File: src/rtl/mtxrb_pkg.sv
`default_nettype none
// ----------------------------------------------------------------------------
// mtxrb_pkg
// Shared types and constants for the message-admitting transmit ring buffer.
// ----------------------------------------------------------------------------
package mtxrb_pkg;

  localparam int DEPTH_DEF = 32768;

  localparam int OP_W  = 2;
  localparam int LEN_W = 16;
  localparam int BYTE_W = 8;
  localparam int CMP_W = 17;

  localparam logic [OP_W-1:0] OP_BEGIN = 2'd0;
  localparam logic [OP_W-1:0] OP_DATA  = 2'd1;
  localparam logic [OP_W-1:0] OP_DRAIN = 2'd2;

  typedef struct packed {
    logic capture;
    logic execute;
  } mtxrb_cmd_t;

endpackage
`default_nettype wire

File: src/rtl/mtxrb_ctrl.sv
`default_nettype none
// ----------------------------------------------------------------------------
// mtxrb_ctrl
// Sequencer: takes one beat, runs it through the datapath, holds the result.
// ----------------------------------------------------------------------------
module mtxrb_ctrl
  import mtxrb_pkg::*;
(
  input  wire logic       clk,
  input  wire logic       rst,
  input  wire logic       in_valid,
  output logic            in_stall,
  output logic            out_valid,
  input  wire logic       out_stall,
  output mtxrb_cmd_t      cmd
);

  localparam logic [1:0] S_IDLE = 2'd0;
  localparam logic [1:0] S_EXEC = 2'd1;
  localparam logic [1:0] S_OUT  = 2'd2;

  logic [1:0] state;
  logic [1:0] state_next;

  always_comb begin
    state_next = state;
    case (state)
      S_IDLE: begin
        if (in_valid) state_next = S_EXEC;
      end
      S_EXEC: begin
        state_next = S_OUT;
      end
      S_OUT: begin
        if (!out_stall) state_next = S_IDLE;
      end
      default: begin
        state_next = S_IDLE;
      end
    endcase
  end

  always_ff @(posedge clk) begin
    if (rst) begin
      state <= S_IDLE;
    end else begin
      state <= state_next;
    end
  end

  assign in_stall    = (state != S_IDLE);
  assign out_valid   = (state == S_OUT);
  assign cmd.capture = (state == S_IDLE) && in_valid;
  assign cmd.execute = (state == S_EXEC);

`ifndef SYNTH
  a_exec_then_out: assert property (@(posedge clk) disable iff (rst)
    cmd.execute |=> out_valid)
    else $error("execute not followed by result");
  a_accept_then_exec: assert property (@(posedge clk) disable iff (rst)
    (in_valid && !in_stall) |=> cmd.execute)
    else $error("accepted beat not executed");
  a_no_accept_with_result: assert property (@(posedge clk) disable iff (rst)
    out_valid |-> in_stall)
    else $error("beat accepted while result pending");
`endif

endmodule
`default_nettype wire

File: config.mk
export PLATFORM = sky130hd
export DESIGN_NAME = mtxrb_ctrl
export DESIGN_NICKNAME = d
export VERILOG_FILES = /design/src/rtl/mtxrb_pkg.sv /design/src/rtl/mtxrb_ctrl.sv
export SDC_FILE = /design/constraint.sdc
export NUM_CORES = 1
export LEC_CHECK = 0
export BUFFER_PORTS_ARGS = -buffer_cell sky130_fd_sc_hd__buf_2
export CORE_AREA = 4 4 41 43
export CTS_CLUSTER_DIAMETER = 120
export DETAILED_ROUTE_END_ITERATION = 12
export DIE_AREA = 0 0 45 47
export PLACE_DENSITY = 0.35
export SLEW_MARGIN = 20
export SYNTH_ARGS = -nofsm -noshare
export SYNTH_HDL_FRONTEND = slang
export SYNTH_SLANG_ARGS = --single-unit
File: constraint.sdc
create_clock -name clk -period 2 [get_ports clk]
set_input_delay 0.1 -clock clk [delete_from_list [all_inputs] [get_ports clk]]
set_output_delay 0.1 -clock clk [all_outputs]
set_load 0.01 [all_outputs]
==> summary by stage <==
STA
The final critical-path share of the clock period is 53.7%. After routing, the total negative slack on setup checks comes to 0 ns. The number of pins exceeding their max-slew limit in the final report is 0. On the final layout, the worst hold slack is 0.0422 ns. Setup violations remaining at the end of the flow were counted as 0. The transition at the pin with the smallest max-transition slack is 0.162 ns. The worst path in the final design needs a cycle of 1.07 ns, including I/O delays and setup. Derived from the worst setup path, the maximum achievable clock frequency is 0.931 GHz. Setup repair after global routing left no endpoint under its margin.

Across the routed clock network, the largest skew measured is 0.00251 ns. Headroom to the max-slew limit came out at 89.1%. The total count of hold-check failures in the final report came to 0.

Power and ir drop
Overall power consumption after layout is estimated at 154 uW. The leakage dissipation is 0.0000951 uW. The clock network accounts for 56.6% of the total power. The relative contribution of sequential cells to total power is 29.5%. The largest voltage drop on the vdd net is 0.000131 V. The power spent charging and discharging nets is 32.5 uW. The power density relative to cell area is 876 mW/mm^2. In this run switching power makes up 21.2% of total power. The combinational group share of total power is 13.9%. The internal power of the cells is 121 uW.

Synthesis
In this run, synthesis produced a sequential element count of 2. Summed over its instances, the top area cell type makes up 37.6% of the synthesized netlist area. The main combinational cell family by area after synthesis is simple AND/OR/NAND/NOR gates. A synthesized cell averages 9.67 sq um.

Counting every instance in the synthesized netlist gives 11. The fraction of the mapped netlist area in compound gates is 4.71%. The adder and majority gate portion of the synthesized area is 0%. The Yosys warning count is 0. The net count of the mapped netlist is 15. Synthesis instantiated 9 different standard cells from the library. In the post-synthesis netlist, the biggest area contributors are sky130_fd_sc_hd__dfxtp_1, sky130_fd_sc_hd__and2b_2, sky130_fd_sc_hd__nor3b_2. The xor/xnor share of the synthesized area is 0%. The mux contribution to synthesized area is 0%. The cell area after technology mapping is 106 sq um. Summing the areas of all and, or, nand and nor instances in the mapped netlist gives 47.1% of the synthesized area. Summed over all instances, the cell type with the most area after synthesis is sky130_fd_sc_hd__dfxtp_1. Of the synthesized area, sequential elements account for 37.6%.

Die
The initial utilization of the core area, before any placement, comes to 8.17%. The placeable core area is 0.00130 sq mm. The horizontal die dimension is 45 um. The die area is 0.00212 sq mm. After floorplanning, the core was divided into 13 placement rows. The count of pins on the block boundary is 8.

In this run the vertical extent of the chip is 47 um.

Run
The tool flagged a number of max-cap violations equal to 0.

Critical path
The startpoint-to-endpoint class of the critical path is reg -> out. STA puts the critical path data arrival time at 0.97 ns. In this run the critical register-to-register path is launched from state[0]. The critical path data required time is 1.90 ns. The kind of end point of the critical path is an output pin. STA classifies the critical path startpoint as a register. In this run the worst path has a maximum fanout of 5. In this run the worst setup path begins at state[0].

Global routing
The wire length of the first global-routing pass is 455 um. The number of antenna violations at the first check in global routing was 0. The pin count of the biggest net entering global routing is 6. The number of global-route vias before repair is 120.

Global routing consumed, over all layers together, 3.79% of the routing resources. After global routing the overflow that remains totals 0.

Clock network
The root buffer cell chosen for the clock tree is sky130_fd_sc_hd__clkbuf_4. The number of H-tree levels is 1. Buffers inserted during clock tree synthesis total 3. The clock tree from TritonCTS is built. The buffer count from post-CTS setup fixing is 0. The count of cells resized by post-cts repair is 0. The clock transition at the register clock pins on the worst setup and hold paths after CTS is 0.03 ns.

The maximum buffer depth of the clock tree is 2. The quantity of hold-fixing buffers added after cts is 0. The count of clock tree sinks is 2. At the later pin of the worst-skew pair, clock insertion delay measures 0.22 ns.

Route
The routed design has 263 um of wire. The number of DRC markers in iteration 0 is 1. The number of optimization iterations in the first detailed-route pass is 2. The top metal layer carrying routed signals is met3. Dividing the detail-routed via count by the number of cells gives 2.86.

For this block, the via count after detailed routing is 100. The average detailed-routed wire length per instance is 7.51 um. The DRC violation count after routing is 0. Summed over all nets, wire length on met2 after detailed routing comes to 103 um.

The amount of wire on met3 after detailed routing is 55 um. The routed metal-1 wirelength is 104 um. The antenna violation net count after detailed routing is 0.

Final layout
In the final layout, the share of cells above drive strength 1 is 70.0%. The register with the most flip-flops in the layout has 2 of them. The number of filler instances in the final layout is 163. Counting flops per register, the top entry is state. The area growth from synthesis to layout is 64.7%.

The total inserted antenna cells is 0. In the final design database the tool counted 26 nets. The largest registers in the layout are state: 2 flops.

The number of cells in the finished layout apart from fillers is 35.

Outcome
The run finished with clean final reports.

Placed design
The number of buffers inserted by port buffering is 7. The total placed cells including tap cells is 32. The congestion estimate from routability-driven global placement came to 0.613.

Hold path
The worst hold path begins at rst. The type of the tightest min-delay check is in -> reg.
## placed cells by master, fill, tap and decap left out
master,count
sky130_fd_sc_hd__a21oi_1,1
sky130_fd_sc_hd__and2b_2,2
sky130_fd_sc_hd__buf_2,7
sky130_fd_sc_hd__clkbuf_4,3
sky130_fd_sc_hd__dfxtp_1,2
sky130_fd_sc_hd__inv_1,1
sky130_fd_sc_hd__nand2b_1,1
sky130_fd_sc_hd__nand3b_1,1
sky130_fd_sc_hd__nor3b_2,1
sky130_fd_sc_hd__or2_2,1
## final cells by class
type | instances | area (sq um) | share of cell area (%)
clock buffers | 3 | 22.5 | 12.9
inverters | 1 | 3.75 | 2.14
multi-input cells | 7 | 55.1 | 31.4
flip-flops and latches | 2 | 40.0 | 22.9
well taps | 15 | 18.8 | 10.7
repair buffers | 7 | 35.0 | 20.0
## synth_stat cells
cell type,count
sky130_fd_sc_hd__a21oi_1,1
sky130_fd_sc_hd__and2b_2,2
sky130_fd_sc_hd__buf_4,1
sky130_fd_sc_hd__dfxtp_1,2
sky130_fd_sc_hd__inv_1,1
sky130_fd_sc_hd__nand2b_1,1
sky130_fd_sc_hd__nand3b_1,1
sky130_fd_sc_hd__nor3b_2,1
sky130_fd_sc_hd__or2_2,1
## power by group through the flow
| stage | registers, uW | clock network (uW) | logic [uW] |
|---|---|---|---|
| 3_5_place_dp | 45.9 | 0 | 22.1 |
| 5_1_grt | 46.2 | 98.0 | 23.9 |
| 6_report | 45.3 | 86.8 | 21.3 |
| 2_1_floorplan | 45.4 | 0 | 14.1 |
| 3_3_place_gp | 45.7 | 0 | 21.8 |
| 4_1_cts | 45.4 | 93.7 | 22.2 |
## layer usage
layer  up-vias  GRT usage, %
li1         53             -
met1        40          2.94
met2         7          3.39
met3         0          4.21
met4         0          7.02
met5         -             0
## final timing paths
path / to / slack, ns / depth (start not counted)
max: in_stall / 0.93 / 2
min: state[1] / 0.04 / 2
max reg2reg: state[0] / 1.25 / 2
min reg2reg: state[1] / 0.52 / 2
## critical path: stages (launching register included)
cell and delay [ns]:
sky130_fd_sc_hd__dfxtp_1 0.33, sky130_fd_sc_hd__or2_2 0.29, sky130_fd_sc_hd__buf_2 0.14
## cells by family (layout without fill, tap and decap cells)
logic type / after synthesis / after routing
simple gates: 6 / 6
flops: 2 / 2
buf+inv: 2 / 11
compound gates: 1 / 1
## per-stage QoR
step                area, sq um  setup slack, ns  util (%)
floorplan                   106             1.19         -
global placement            153             1.16      11.7
detailed placement          153             1.15      11.7
CTS                         175            0.908      13.5
global route                175            0.863      13.5
finish                      175            0.926      13.5
No activity file was read; power rests on OpenSTA's default activity.
